<file path="config.mk">
export PLATFORM = sky130hd
export DESIGN_NAME = bmf_queue
export DESIGN_NICKNAME = d
export VERILOG_FILES = /design/src/design/bmf_pkg.sv /design/src/design/bmf_queue.sv
export SDC_FILE = /design/constraint.sdc
export NUM_CORES = 1
export LEC_CHECK = 0
export ABC_AREA = 1
export BUFFER_PORTS_ARGS = -buffer_cell sky130_fd_sc_hd__clkbuf_2
export CAP_MARGIN = 30
export CORE_MARGIN = 3
export CORE_UTILIZATION = 58
export CTS_BUF_LIST = sky130_fd_sc_hd__clkbuf_8
export CTS_CLUSTER_DIAMETER = 200
export DETAILED_ROUTE_END_ITERATION = 7
export PLACE_DENSITY_LB_ADDON = 0.3
export SLEW_MARGIN = 5
export SYNTH_ARGS = -nofsm -noshare
export SYNTH_HDL_FRONTEND = slang
export SYNTH_SLANG_ARGS = --single-unit
</file>
<file path="constraint.sdc">
create_clock -name clk -period 6.4 [get_ports clk]
set_input_delay 1.28 -clock clk [delete_from_list [all_inputs] [get_ports clk]]
set_output_delay 1.28 -clock clk [all_outputs]
set_load 0.005 [all_outputs]
</file>
<file path="src/design/bmf_pkg.sv">
// ---------------------------------------------------------------------------
// bmf_pkg
// Shared types and constants of the box mean filter: item formats, the
// queued operation handed from the front end to the back end, and the
// effective configuration.
// ---------------------------------------------------------------------------
package bmf_pkg;

	// Rows per frame are capped at this value.
	localparam logic [10:0] MAX_HEIGHT = 11'd1024;

	// Field widths sized for the full legal parameter range
	// (line width up to 4096, radius up to 7).
	localparam int COL_W  = 13;
	localparam int ROW_W  = 11;
	localparam int LROW_W = 5;
	localparam int OFF_W  = 4;
	localparam int RAD_W  = 3;
	localparam int POS_W  = 24;
	localparam int SUM_W  = 16;
	localparam int CNT_W  = 8;

	// Configuration register indexes.
	localparam logic [1:0] REG_WIDTH  = 2'd0;
	localparam logic [1:0] REG_HEIGHT = 2'd1;
	localparam logic [1:0] REG_RADIUS = 2'd2;

	typedef struct packed {
		logic [7:0] pixel;
		logic       drain;
	} in_item_t;

	typedef struct packed {
		logic [7:0] filtered_pixel;
		logic       frame_last;
	} out_item_t;

	typedef struct packed {
		logic [COL_W-1:0] w;
		logic [ROW_W-1:0] h;
		logic [RAD_W-1:0] r;
	} cfg_t;

	typedef struct packed {
		logic              wr_en;
		logic [LROW_W-1:0] wr_row;
		logic [COL_W-1:0]  wr_col;
		logic [7:0]        wr_data;
		logic              has_out;
		logic [ROW_W-1:0]  out_row;
		logic [LROW_W-1:0] out_rmod;
		logic [COL_W-1:0]  out_col;
		logic              last;
	} op_t;

endpackage

</file>
<file path="src/design/bmf_queue.sv">
// ---------------------------------------------------------------------------
// bmf_queue
// Two-entry queue of operations between the front end and the back end.
// ---------------------------------------------------------------------------
module bmf_queue import bmf_pkg::*; (
	input  logic clk,
	input  logic arst_n,
	input  logic push_valid,
	output logic push_ready,
	input  op_t  push_op,
	output logic pop_valid,
	input  logic pop_ready,
	output op_t  pop_op
);

	op_t  entry_q [2];
	logic rd_ptr_q, wr_ptr_q;
	logic [1:0] count_q;
	logic push, pop;

	assign push_ready = (count_q != 2'd2);
	assign pop_valid  = (count_q != 2'd0);
	assign pop_op     = entry_q[rd_ptr_q];
	assign push       = push_valid && push_ready;
	assign pop        = pop_valid && pop_ready;

	always_ff @(posedge clk) begin
		if (push) begin
			entry_q[wr_ptr_q] <= push_op;
		end
	end

	always_ff @(posedge clk or negedge arst_n) begin
		if (!arst_n) begin
			rd_ptr_q <= 1'b0;
			wr_ptr_q <= 1'b0;
			count_q  <= 2'd0;
		end else begin
			if (push) wr_ptr_q <= !wr_ptr_q;
			if (pop)  rd_ptr_q <= !rd_ptr_q;
			if (push && !pop)      count_q <= count_q + 2'd1;
			else if (pop && !push) count_q <= count_q - 2'd1;
		end
	end

endmodule

</file>
==> results_dict.tcl <==
set metrics [dict create \
    status "finished clean" \
    final_nets 526 \
    grt_use_total 0.195 \
    crit_path_frequent_cell "nand2_1" \
    drt-total-wl_um 7860 \
    final_area_mm2 0.00552 \
    required_ps 5120 \
    cp_top_family "buffers and inverters" \
    setup_viol 0 \
    placementRows 31 \
    core_area_mm2 0.00733 \
    layout.cells.non_filler 574 \
    dp_hpwl_um 5200 \
    cts_root_buffer "clkbuf_8" \
    synth_seq_cells 120 \
    globalplace.congestion 0.813 \
    path_cells "inv_2 > buf_12 > nand2_1 > nand2_1 > clkbuf_2" \
    crit_slowest_cell "dfrtp_2" \
    grt_pass1_vias 2855 \
    grt_pass1_wl_um 12600 \
    vias 2800 \
    p_per_area_mw_per_mm2 450 \
    yosys-top-cells-count "nand2_1, edfxtp_1, buf_2" \
    cpPeakStageDelay_ps 400 \
    yosysMostFrequentCell "nand2_1" \
    period_minus_slack_ps 2980 \
    holdCritPathClass "register to register" \
    worst_pin_slew_ps 737 \
    period_share 0.466 \
    synth_top_area_share 0.784 \
    syn2layout_area_growth_pct 24.2 \
    ys_seq_area_frac 0.807 \
    antenna_found_initial 0 \
    crit_path_end_kind "output port" \
    fin_worst_skew_ps 6.22 \
    synth_enable_flop_cells 116 \
    grt_max_degree 60 \
    rsz0062_at_grt "no" \
    initial_utilization 0.606 \
    vdd_ir_drop_max_uv 249 \
    yosysTopAreaCell "edfxtp_1" \
    fmax_mhz 336 \
    cts_hold_buf 0 \
    dieWidth_um 93.5 \
    multi_input_area_um2 759 \
    maxSlewViolCount 0 \
    cts_sinks 120 \
    yosysUniqueCellTypes 14 \
    diodes 0 \
    syn-cell-area_mm2 0.00444 \
    finish.utilization 0.753 \
    synthFlopType "edfxtp_1" \
    slew_headroom 0.507 \
    synth.area.top_cells "edfxtp_1, nand2_1, dfrtp_1" \
    hold_violations 0 \
    cp_max_fo 35 \
    crit_type "register to output port" \
    syn_avg_cell_area_um2 13.4 \
    avgViaCountPerCell 4.88 \
    die_h_um 93.5 \
    htreeDepth 4 \
    cp_num_buf_inv 3 \
    placed_cell_area_mm2 0.00514 \
    clockBufferDepth 2 \
    io_buffer_count 121 \
    async_flop_share 0.0333 \
    yosys_warnings 0 \
    fin_tns_setup_ps 0 \
    crit_path_start_kind "register" \
    seq_area_mm2 0.00358 \
    cts_setup_buffers 0 \
    leakage_uw 0.00246 \
    post_drt_wl_per_cell_um 13.7 \
    clk_latency_ps 400 \
    firstDrtPassIters 4 \
    drive_gt1_frac 0.328 \
    synth_cells 332 \
    cts_tree "yes" \
    cts.clk_slew.worst_paths_ps 60 \
    gr-total-overflow 0 \
    ant_nets 0 \
    arrival_ps 1700 \
    dieArea_mm2 0.00875 \
    pin_count 122 \
    drt_iter0_drc 116 \
    max_cap_viol_count 0 \
    dp_cells 543 \
    drc 0 \
    cts_resized 0 \
    power.total_uw 2480 \
    fillers 485 \
    numCtsBuffers 17 \
    syn_nets 395 \
]
-- metrics by stage --
| step | setup slack [ps] | hold slack (ps) |
|---|---|---|
| final | 3420 | 504 |
| after CTS | 3370 | 509 |
| after global routing | 3260 | 549 |
| after floorplan | 2110 | 462 |
| after detailed placement | 3340 | 496 |
| after global placement | 3370 | 487 |
-- worst register-to-register path, cell delays in order, from the launching register on --
cell and delay (ps):
dfrtp_1 380, inv_1 80, nand2_1 90, nand2_1 180, nor2_4 620, buf_4 520
-- power breakdown --
| group | total (µW) | internal (µW) | switching [µW] |
|---|---|---|---|
| combinational | 732 | 263 | 469 |
| sequential | 1120 | 1080 | 44.0 |
| clock | 632 | 372 | 260 |
-- logic make-up after synthesis --
family,Yosys count,share of synthesized area
XOR/XNOR,2,0.00394
flip-flops,120,0.807
buffers and inverters,20,0.0259
AND/OR/NAND/NOR,189,0.161
adder cells (fa/ha/maj),1,0.00282
-- state kept, by name (all words and copies together) (netlist names) --
name / count
entry_q: 116
count_q: 2
rd_ptr_q: 1
wr_ptr_q: 1
-- worst paths after layout --
path / startpoint / end / slack [ps] / cells past startpoint
setup / recovery: rd_ptr_q$_DFFE_PN0P_ / pop_op[54] / 3420 / 5
hold / removal: count_q[0]$_DFFE_PN0P_ / count_q[0]$_DFFE_PN0P_ / 500 / 1
setup reg to reg: count_q[0]$_DFFE_PN0P_ / entry_q[1][9]$_DFFE_PP_ / 4180 / 5
hold reg to reg: count_q[0]$_DFFE_PN0P_ / count_q[0]$_DFFE_PN0P_ / 500 / 1
max in group asynchronous: arst_n / rd_ptr_q$_DFFE_PN0P_ / 5570 / 1
min in group asynchronous: arst_n / wr_ptr_q$_DFFE_PN0P_ / 680 / 1
-- final cells by class --
class | count | area share
Sequential cell | 120 | 0.650
Multi-Input combinational cell | 192 | 0.138
Timing Repair Buffer | 125 | 0.117
Clock buffer | 17 | 0.0424
Clock inverter | 14 | 0.0258
Tap cell | 99 | 0.0224
Inverter | 7 | 0.00476
-- layout by cell type, fill, tap and decap left out --
cell          n
edfxtp_1    116
buf_4         3
nand4_1       1
xnor2_1       1
clkinvlp_4    1
clkinv_2      6
clkbuf_8     17
clkinv_1      1
dfrtp_2       1
nand3_1       2
buf_12        1
nand2_1     184
clkbuf_2    121
bufinv_16     3
ha_1          1
inv_2         1
xor2_1        1
nor2_4        2
inv_1         9
dfrtp_1       3
-- per-layer routing --
layer / share of wire / wire length [µm] / vias to the layer above / GRT usage
met1: 0.38 / 3020 / 1304 / 0.219
met2: 0.54 / 4210 / 104 / 0.338
met4: 0.017 / 136 / 0 / 0.0818
li1: - / - / 1376 / -
met5: 0 / 0 / - / 0
met3: 0.062 / 490 / 16 / 0.0668
Power figures use the tool's default switching activity.
