File: config.mk
export PLATFORM = sky130hd
export DESIGN_NAME = bmf_front
export DESIGN_NICKNAME = d
export VERILOG_FILES = /design/src/design/bmf_pkg.sv /design/src/design/bmf_front.sv
export SDC_FILE = /design/constraint.sdc
export NUM_CORES = 1
export LEC_CHECK = 0
export ABC_AREA = 0
export BUFFER_PORTS_ARGS = -buffer_cell sky130_fd_sc_hd__buf_4
export CORE_MARGIN = 2
export CORE_UTILIZATION = 50
export DETAILED_ROUTE_END_ITERATION = 10
export GPL_TIMING_DRIVEN = 1
export PLACE_DENSITY_LB_ADDON = 0.25
export SLEW_MARGIN = 5
export SYNTH_ARGS = -nofsm -noshare
export SYNTH_HDL_FRONTEND = slang
export SYNTH_SLANG_ARGS = --single-unit
export TNS_END_PERCENT = 10
File: constraint.sdc
create_clock -name clk -period 17 [get_ports clk]
set_clock_uncertainty 0.15 [all_clocks]
set_input_delay 2.55 -clock clk [delete_from_list [all_inputs] [get_ports clk]]
set_output_delay 2.55 -clock clk [all_outputs]
set_load 0.05 [all_outputs]
File: src/design/bmf_pkg.sv
// ---------------------------------------------------------------------------
// bmf_pkg
// Shared types and constants of the box mean filter: item formats, the
// queued operation handed from the front end to the back end, and the
// effective configuration.
// ---------------------------------------------------------------------------
package bmf_pkg;

	// Rows per frame are capped at this value.
	localparam logic [10:0] MAX_HEIGHT = 11'd1024;

	// Field widths sized for the full legal parameter range
	// (line width up to 4096, radius up to 7).
	localparam int COL_W  = 13;
	localparam int ROW_W  = 11;
	localparam int LROW_W = 5;
	localparam int OFF_W  = 4;
	localparam int RAD_W  = 3;
	localparam int POS_W  = 24;
	localparam int SUM_W  = 16;
	localparam int CNT_W  = 8;

	// Configuration register indexes.
	localparam logic [1:0] REG_WIDTH  = 2'd0;
	localparam logic [1:0] REG_HEIGHT = 2'd1;
	localparam logic [1:0] REG_RADIUS = 2'd2;

	typedef struct packed {
		logic [7:0] pixel;
		logic       drain;
	} in_item_t;

	typedef struct packed {
		logic [7:0] filtered_pixel;
		logic       frame_last;
	} out_item_t;

	typedef struct packed {
		logic [COL_W-1:0] w;
		logic [ROW_W-1:0] h;
		logic [RAD_W-1:0] r;
	} cfg_t;

	typedef struct packed {
		logic              wr_en;
		logic [LROW_W-1:0] wr_row;
		logic [COL_W-1:0]  wr_col;
		logic [7:0]        wr_data;
		logic              has_out;
		logic [ROW_W-1:0]  out_row;
		logic [LROW_W-1:0] out_rmod;
		logic [COL_W-1:0]  out_col;
		logic              last;
	} op_t;

endpackage

File: src/design/bmf_front.sv
// ---------------------------------------------------------------------------
// bmf_front
// Accepts input items, tracks the input and output raster positions and
// turns each item into an optional line store write and output job.
// ---------------------------------------------------------------------------
module bmf_front import bmf_pkg::*; #(
	parameter int MAX_RADIUS = 3
) (
	input  logic     clk,
	input  logic     arst_n,
	input  cfg_t     cfg,
	input  logic     in_valid,
	output logic     in_ready,
	input  in_item_t in_data,
	output logic     op_valid,
	input  logic     op_ready,
	output op_t      op
);

	localparam int LINE_ROWS = 3 * MAX_RADIUS + 1;

	logic [COL_W-1:0]  in_col_q, out_col_q;
	logic [ROW_W-1:0]  in_row_q, out_row_q;
	logic [LROW_W-1:0] in_rmod_q, out_rmod_q;

	logic              clr;
	logic [COL_W-1:0]  c_ic, c_oc, n_ic, n_oc;
	logic [ROW_W-1:0]  c_ir, c_or, n_ir, n_or;
	logic [LROW_W-1:0] c_irm, c_orm, n_irm, n_orm;
	logic [POS_W-1:0]  c_pos, lag;
	logic              has_out, last, accept;

	assign in_ready = op_ready;
	assign op_valid = in_valid;
	assign accept   = in_valid && op_ready;

	always_comb begin
		// A position left out of range by a configuration change restarts the frame.
		clr = (in_col_q >= cfg.w) || (out_col_q >= cfg.w) || (out_row_q >= cfg.h) ||
			({1'b0, in_row_q} > ({1'b0, cfg.h} + (ROW_W+1)'(2 * MAX_RADIUS + 1)));
		c_ic  = clr ? '0 : in_col_q;
		c_ir  = clr ? '0 : in_row_q;
		c_irm = clr ? '0 : in_rmod_q;
		c_oc  = clr ? '0 : out_col_q;
		c_or  = clr ? '0 : out_row_q;
		c_orm = clr ? '0 : out_rmod_q;

		// Linear input position within the frame under the current width.
		c_pos   = POS_W'(c_ir) * POS_W'(cfg.w) + POS_W'(c_ic);
		lag     = POS_W'(cfg.r) * POS_W'(cfg.w) + POS_W'(cfg.r);
		has_out = (c_pos >= lag);
		last    = (c_or == cfg.h - ROW_W'(1)) && (c_oc == cfg.w - COL_W'(1));

		op.wr_en    = (c_ir < cfg.h);
		op.wr_row   = c_irm;
		op.wr_col   = c_ic;
		op.wr_data  = in_data.drain ? 8'd0 : in_data.pixel;
		op.has_out  = has_out;
		op.out_row  = c_or;
		op.out_rmod = c_orm;
		op.out_col  = c_oc;
		op.last     = last;

		n_ic  = c_ic + COL_W'(1);
		n_ir  = c_ir;
		n_irm = c_irm;
		if (n_ic >= cfg.w) begin
			n_ic  = '0;
			n_ir  = c_ir + ROW_W'(1);
			n_irm = (c_irm == LROW_W'(LINE_ROWS - 1)) ? '0 : c_irm + LROW_W'(1);
		end

		n_oc  = c_oc;
		n_or  = c_or;
		n_orm = c_orm;
		if (has_out) begin
			n_oc = c_oc + COL_W'(1);
			if (n_oc >= cfg.w) begin
				n_oc  = '0;
				n_or  = c_or + ROW_W'(1);
				n_orm = (c_orm == LROW_W'(LINE_ROWS - 1)) ? '0 : c_orm + LROW_W'(1);
			end
		end
	end

	always_ff @(posedge clk or negedge arst_n) begin
		if (!arst_n) begin
			in_col_q   <= '0;
			in_row_q   <= '0;
			in_rmod_q  <= '0;
			out_col_q  <= '0;
			out_row_q  <= '0;
			out_rmod_q <= '0;
		end else if (accept) begin
			if (has_out && last) begin
				in_col_q   <= '0;
				in_row_q   <= '0;
				in_rmod_q  <= '0;
				out_col_q  <= '0;
				out_row_q  <= '0;
				out_rmod_q <= '0;
			end else begin
				in_col_q   <= n_ic;
				in_row_q   <= n_ir;
				in_rmod_q  <= n_irm;
				out_col_q  <= n_oc;
				out_row_q  <= n_or;
				out_rmod_q <= n_orm;
			end
		end
	end

endmodule

==> impl_results.html <==
<table>
<tr><th>Metric</th><th>Value</th></tr>
<tr><th colspan="2">Power</th></tr>
<tr><td>Switch Pwr</td><td>526 uW</td></tr>
<tr><td>Internal power of the cells</td><td>496 uW</td></tr>
<tr><td>Part of the total power dissipated in the clock network</td><td>0.177</td></tr>
<tr><td>Switching power share of the total</td><td>0.515</td></tr>
<tr><td>Proportion of power drawn by combinational gates</td><td>0.651</td></tr>
<tr><td>Power share of the sequential group</td><td>0.171</td></tr>
<tr><td>Leakage dissipation</td><td>0.00769 uW</td></tr>
<tr><td>PwrDens</td><td>68.7 nW/um^2</td></tr>
<tr><td>Worst-case vdd ir drop</td><td>0.0505 mV</td></tr>
<tr><th colspan="2">Synth</th></tr>
<tr><td>Top-count cell post-synth</td><td>sky130_fd_sc_hd__inv_1</td></tr>
<tr><td>Leading cell types by total area after synthesis</td><td>sky130_fd_sc_hd__ha_1 19%, sky130_fd_sc_hd__fa_1 18%, sky130_fd_sc_hd__dfrtp_1 11%, sky130_fd_sc_hd__inv_1 6.8%, sky130_fd_sc_hd__nand2_1 5.8%</td></tr>
<tr><td>Dominant combinational cell family by area after synthesis</td><td>adder cells</td></tr>
<tr><td>Post-synth top area cell</td><td>sky130_fd_sc_hd__ha_1</td></tr>
<tr><td>Prevailing post-synth register cell</td><td>sky130_fd_sc_hd__dfrtp_1</td></tr>
<tr><td>Adder-cell share of the synthesized area</td><td>0.367</td></tr>
<tr><td>Post-Synthesis Cells</td><td>1704</td></tr>
<tr><td>Total of flip-flops plus latches after synthesis</td><td>58</td></tr>
<tr><td>EDFF count, synth</td><td>0</td></tr>
<tr><td>Simple-gate portion of the synthesized area</td><td>0.223</td></tr>
<tr><td>Mapped Avg Cell Area</td><td>8.01 sq um</td></tr>
<tr><td>Compound-cell area share of the yosys netlist</td><td>0.148</td></tr>
<tr><td>Syn Std Cell Area</td><td>13600 sq um</td></tr>
<tr><td>Xor/xnor cell area share of the yosys netlist</td><td>0.0530</td></tr>
<tr><td>Mux share of post-synthesis cell area</td><td>0.00688</td></tr>
<tr><td>Most frequent cells after synthesis</td><td>249 x sky130_fd_sc_hd__inv_1, 211 x sky130_fd_sc_hd__nand2_1, 202 x sky130_fd_sc_hd__ha_1</td></tr>
<tr><td>Count of yosys warnings during synthesis</td><td>0</td></tr>
<tr><td>Fraction of post-synthesis cell area in the top cell type by area</td><td>0.185</td></tr>
<tr><td>Net count of the mapped netlist</td><td>2070</td></tr>
<tr><td>Share of the yosys chip area belonging to registers</td><td>0.106</td></tr>
<tr><td>Fraction of synthesis flops using an asynchronous set or reset pin</td><td>1.00</td></tr>
<tr><td>Count of unique library cells instantiated by Yosys</td><td>82</td></tr>
<tr><th colspan="2">Floorplanning</th></tr>
<tr><td>Die area</td><td>28600 sq um</td></tr>
<tr><td>Die width</td><td>169 um</td></tr>
<tr><td>Core region area</td><td>26900 sq um</td></tr>
<tr><td>Effective utilization at floorplan</td><td>0.508</td></tr>
<tr><td>Die extent in y</td><td>169 um</td></tr>
<tr><td>Placement Rows</td><td>60</td></tr>
<tr><td>Count of pins on the block boundary</td><td>100</td></tr>
<tr><th colspan="2">Worst hold path</th></tr>
<tr><td>Hold-critical path depth</td><td>2</td></tr>
<tr><td>HP Class</td><td>flop to flop</td></tr>
<tr><td>Endpoint of the worst hold-timing path</td><td>out_rmod_q[3]</td></tr>
<tr><td>Hold path startpoint</td><td>out_rmod_q[3]</td></tr>
<tr><th colspan="2">Clock network</th></tr>
<tr><td>Clock edge transition at the registers on the reported setup and hold paths</td><td>0.06 ns</td></tr>
<tr><td>Total of cells resized after clock tree synthesis</td><td>0</td></tr>
<tr><td>Deepest level of the CTS H-tree</td><td>3</td></tr>
<tr><td>Count of clock tree sinks</td><td>58</td></tr>
<tr><td>Post-CTS setup buffer count</td><td>0</td></tr>
<tr><td>CTS buffer count</td><td>9</td></tr>
<tr><td>Hold buffer count at CTS</td><td>0</td></tr>
<tr><td>Clock tree from TritonCTS</td><td>built</td></tr>
<tr><td>Buffer type at the clock tree root</td><td>sky130_fd_sc_hd__clkbuf_16</td></tr>
<tr><td>Clock tree buffer depth</td><td>2</td></tr>
<tr><td>Insertion delay to the later sink of the worst-skew pair</td><td>0.34 ns</td></tr>
<tr><th colspan="2">Critical path</th></tr>
<tr><td>Largest incremental delay on the critical path</td><td>0.66 ns</td></tr>
<tr><td>Slowest cell on the critical path</td><td>sky130_fd_sc_hd__and2_1</td></tr>
<tr><td>Arrival time worst endpoint</td><td>12.66 ns</td></tr>
<tr><td>Setup slack, reg-to-reg</td><td>5.33 ns</td></tr>
<tr><td>End of the worst register-to-register path</td><td>in_col_q[0]</td></tr>
<tr><td>Crit. End Element</td><td>output pin</td></tr>
<tr><td>Startpoint type of the worst setup path</td><td>input port</td></tr>
<tr><td>Register-to-Register Path Depth</td><td>37</td></tr>
<tr><td>Largest fanout on the critical path</td><td>60</td></tr>
<tr><td>Setup CP Type</td><td>input port to output pin</td></tr>
<tr><td>Worst r2r src</td><td>in_row_q[0]</td></tr>
<tr><td>CP Data Required Time</td><td>14.30 ns</td></tr>
<tr><th colspan="2">Global route</th></tr>
<tr><td>Pin count of the biggest net entering global routing</td><td>66</td></tr>
<tr><td>Vias in the first global route</td><td>12400</td></tr>
<tr><td>Total gr overflow</td><td>0</td></tr>
<tr><td>Global-route wire length before repair</td><td>67300 um</td></tr>
<tr><td>Gr usage total</td><td>0.300</td></tr>
<tr><td>Initial antenna violation count</td><td>0</td></tr>
<tr><th colspan="2">Place</th></tr>
<tr><td>Final estimated routing congestion in global placement</td><td>0.960</td></tr>
<tr><td>Area post-placement</td><td>14600 sq um</td></tr>
<tr><td>Post-Place Worst Slack</td><td>1.82 ns</td></tr>
<tr><td>IO buf count</td><td>99</td></tr>
<tr><td>Placed instance count</td><td>2073</td></tr>
<tr><td>Sum of net half-perimeters after detailed placement</td><td>33400 um</td></tr>
<tr><th colspan="2">Layout</th></tr>
<tr><td>Fin cells</td><td>2089</td></tr>
<tr><td>Ratio of cells with drive above 1 in the final layout</td><td>0.0898</td></tr>
<tr><td># nets final</td><td>2109</td></tr>
<tr><td>Number of fill cells in the layout</td><td>2573</td></tr>
<tr><td>Final cell area excluding filler cells</td><td>14900 sq um</td></tr>
<tr><td>Growth of design area from synthesis to finish</td><td>8.89%</td></tr>
<tr><td>Ant diodes</td><td>0</td></tr>
<tr><th colspan="2">STA</th></tr>
<tr><td>Max-slew violation total from the final report</td><td>0</td></tr>
<tr><td>Count of endpoints failing hold in the final timing report</td><td>0</td></tr>
<tr><td>Rel. slew slack</td><td>0.269</td></tr>
<tr><td>Final clock period utilization by the worst path</td><td>0.903</td></tr>
<tr><td>Achievable Freq</td><td>0.0651 GHz</td></tr>
<tr><td>RSZ-0062 raised after global routing</td><td>no</td></tr>
<tr><td>Actual transition at the worst max-transition pin</td><td>1.09 ns</td></tr>
<tr><td>Setup TNS</td><td>0 ns</td></tr>
<tr><td>Worst setup slack after layout</td><td>1.64 ns</td></tr>
<tr><td>Count of endpoints failing setup in the final report</td><td>0</td></tr>
<tr><td>Shortest clock period the worst path allows after layout</td><td>15.36 ns</td></tr>
<tr><th colspan="2">Routing</th></tr>
<tr><td>Aggregate routed wire length</td><td>42800 um</td></tr>
<tr><td>Remaining number of nets flagged by the antenna check after routing</td><td>0</td></tr>
<tr><td>Drt pass-1 iters</td><td>6</td></tr>
<tr><td>Number of vias in the routed layout</td><td>12800</td></tr>
<tr><td>Detailed-route wire length per cell</td><td>20.5 um</td></tr>
<tr><td>Post-route DRC</td><td>0</td></tr>
<tr><td>Vias per inst</td><td>6.12</td></tr>
<tr><td>Number of design-rule violations left by the first detailed-router iteration</td><td>1377</td></tr>
<tr><th colspan="2">Job</th></tr>
<tr><td>Reported max-cap violation count</td><td>0</td></tr>
<tr><th colspan="2">Run status</th></tr>
<tr><td>Status</td><td>completed</td></tr>
</table>
-- cell families (layout without fill, tap and decap cells) --
| logic type | count (synthesis) | in the layout |
|---|---|---|
| compound gates | 290 | 290 |
| xor+xnor | 81 | 81 |
| fa+ha+maj | 326 | 326 |
| buf+inv | 337 | 381 |
| flops | 58 | 58 |
| mux | 9 | 9 |
| simple gates | 603 | 603 |
-- final cells by class --
class                      count  area (sq um)  area share
clock inverter                 6          41.3     0.00278
inverter                     252           946      0.0636
clock buffer                  10           239      0.0161
sequential                    58          1450      0.0977
multi-input combinational   1309         10900       0.734
tap                          341           427      0.0287
timing repair buffer         113           848      0.0571
-- flip-flops by register name, summed over array words and instances, names as in the netlist --
| name | count |
|---|---|
| in_col_q | 13 |
| in_rmod_q | 5 |
| in_row_q | 11 |
| out_col_q | 13 |
| out_rmod_q | 5 |
| out_row_q | 11 |
-- placed cells by master, fill, tap and decap left out, types with 40 or more instances in the layout --
cell type,count
sky130_fd_sc_hd__o21ai_0,48
sky130_fd_sc_hd__dfrtp_1,58
sky130_fd_sc_hd__nor2_1,73
sky130_fd_sc_hd__fa_1,124
sky130_fd_sc_hd__and2_1,40
sky130_fd_sc_hd__ha_1,202
sky130_fd_sc_hd__a21oi_1,67
sky130_fd_sc_hd__inv_1,249
sky130_fd_sc_hd__buf_4,113
sky130_fd_sc_hd__nand2_1,210
sky130_fd_sc_hd__nor3_1,44
sky130_fd_sc_hd__xnor2_1,59
sky130_fd_sc_hd__nand3_1,54
sky130_fd_sc_hd__and3_1,53
sky130_fd_sc_hd__nand4_1,41
-- worst max path at each step --
stage,startpoint,end,cells past startpoint
4_1_cts,cfg[3],op[30],40
3_3_place_gp,cfg[3],op[30],40
3_5_place_dp,cfg[3],op[30],40
5_1_grt,cfg[4],op[30],40
2_1_floorplan,cfg[4],op[30],44
6_report,cfg[3],op[30],40
-- metal layers --
layer / track usage / vias to the layer above / routed length (um) / part of all wire
li1: - / 5907 / - / -
met1: 0.429 / 6174 / 18400 / 0.43
met2: 0.461 / 623 / 19000 / 0.44
met3: 0.0527 / 82 / 4170 / 0.097
met4: 0.0933 / 0 / 1250 / 0.029
met5: 0 / - / 0 / 0
-- power groups by stage --
stage                     Clock (uW)  Combinational [uW]  Sequential (uW)
after floorplan                    0                 479              165
after global placement             0                 639              176
after detailed placement           0                 656              176
after CTS                        182                 661              174
after global routing             188                 746              176
final                            181                 665              175
-- per-stage QoR --
stage / total power, uW / hold slack (ns) / util
3_3_place_gp: 815 / 0.305 / 0.543
2_1_floorplan: 645 / 0.290 / -
4_1_cts: 1020 / 0.328 / 0.553
6_report: 1020 / 0.326 / 0.553
3_5_place_dp: 832 / 0.313 / 0.543
5_1_grt: 1110 / 0.369 / 0.553
-- worst max-delay path: cells and delay by family --
family	cells	cell delay, ns
AO/OA/AOI/OAI	11	2.31
adder cells (fa/ha/maj)	8	3.34
buffers and inverters	8	1.52
XOR/XNOR	2	0.23
AND/OR/NAND/NOR	11	2.66
Power figures use the tool's default switching activity.
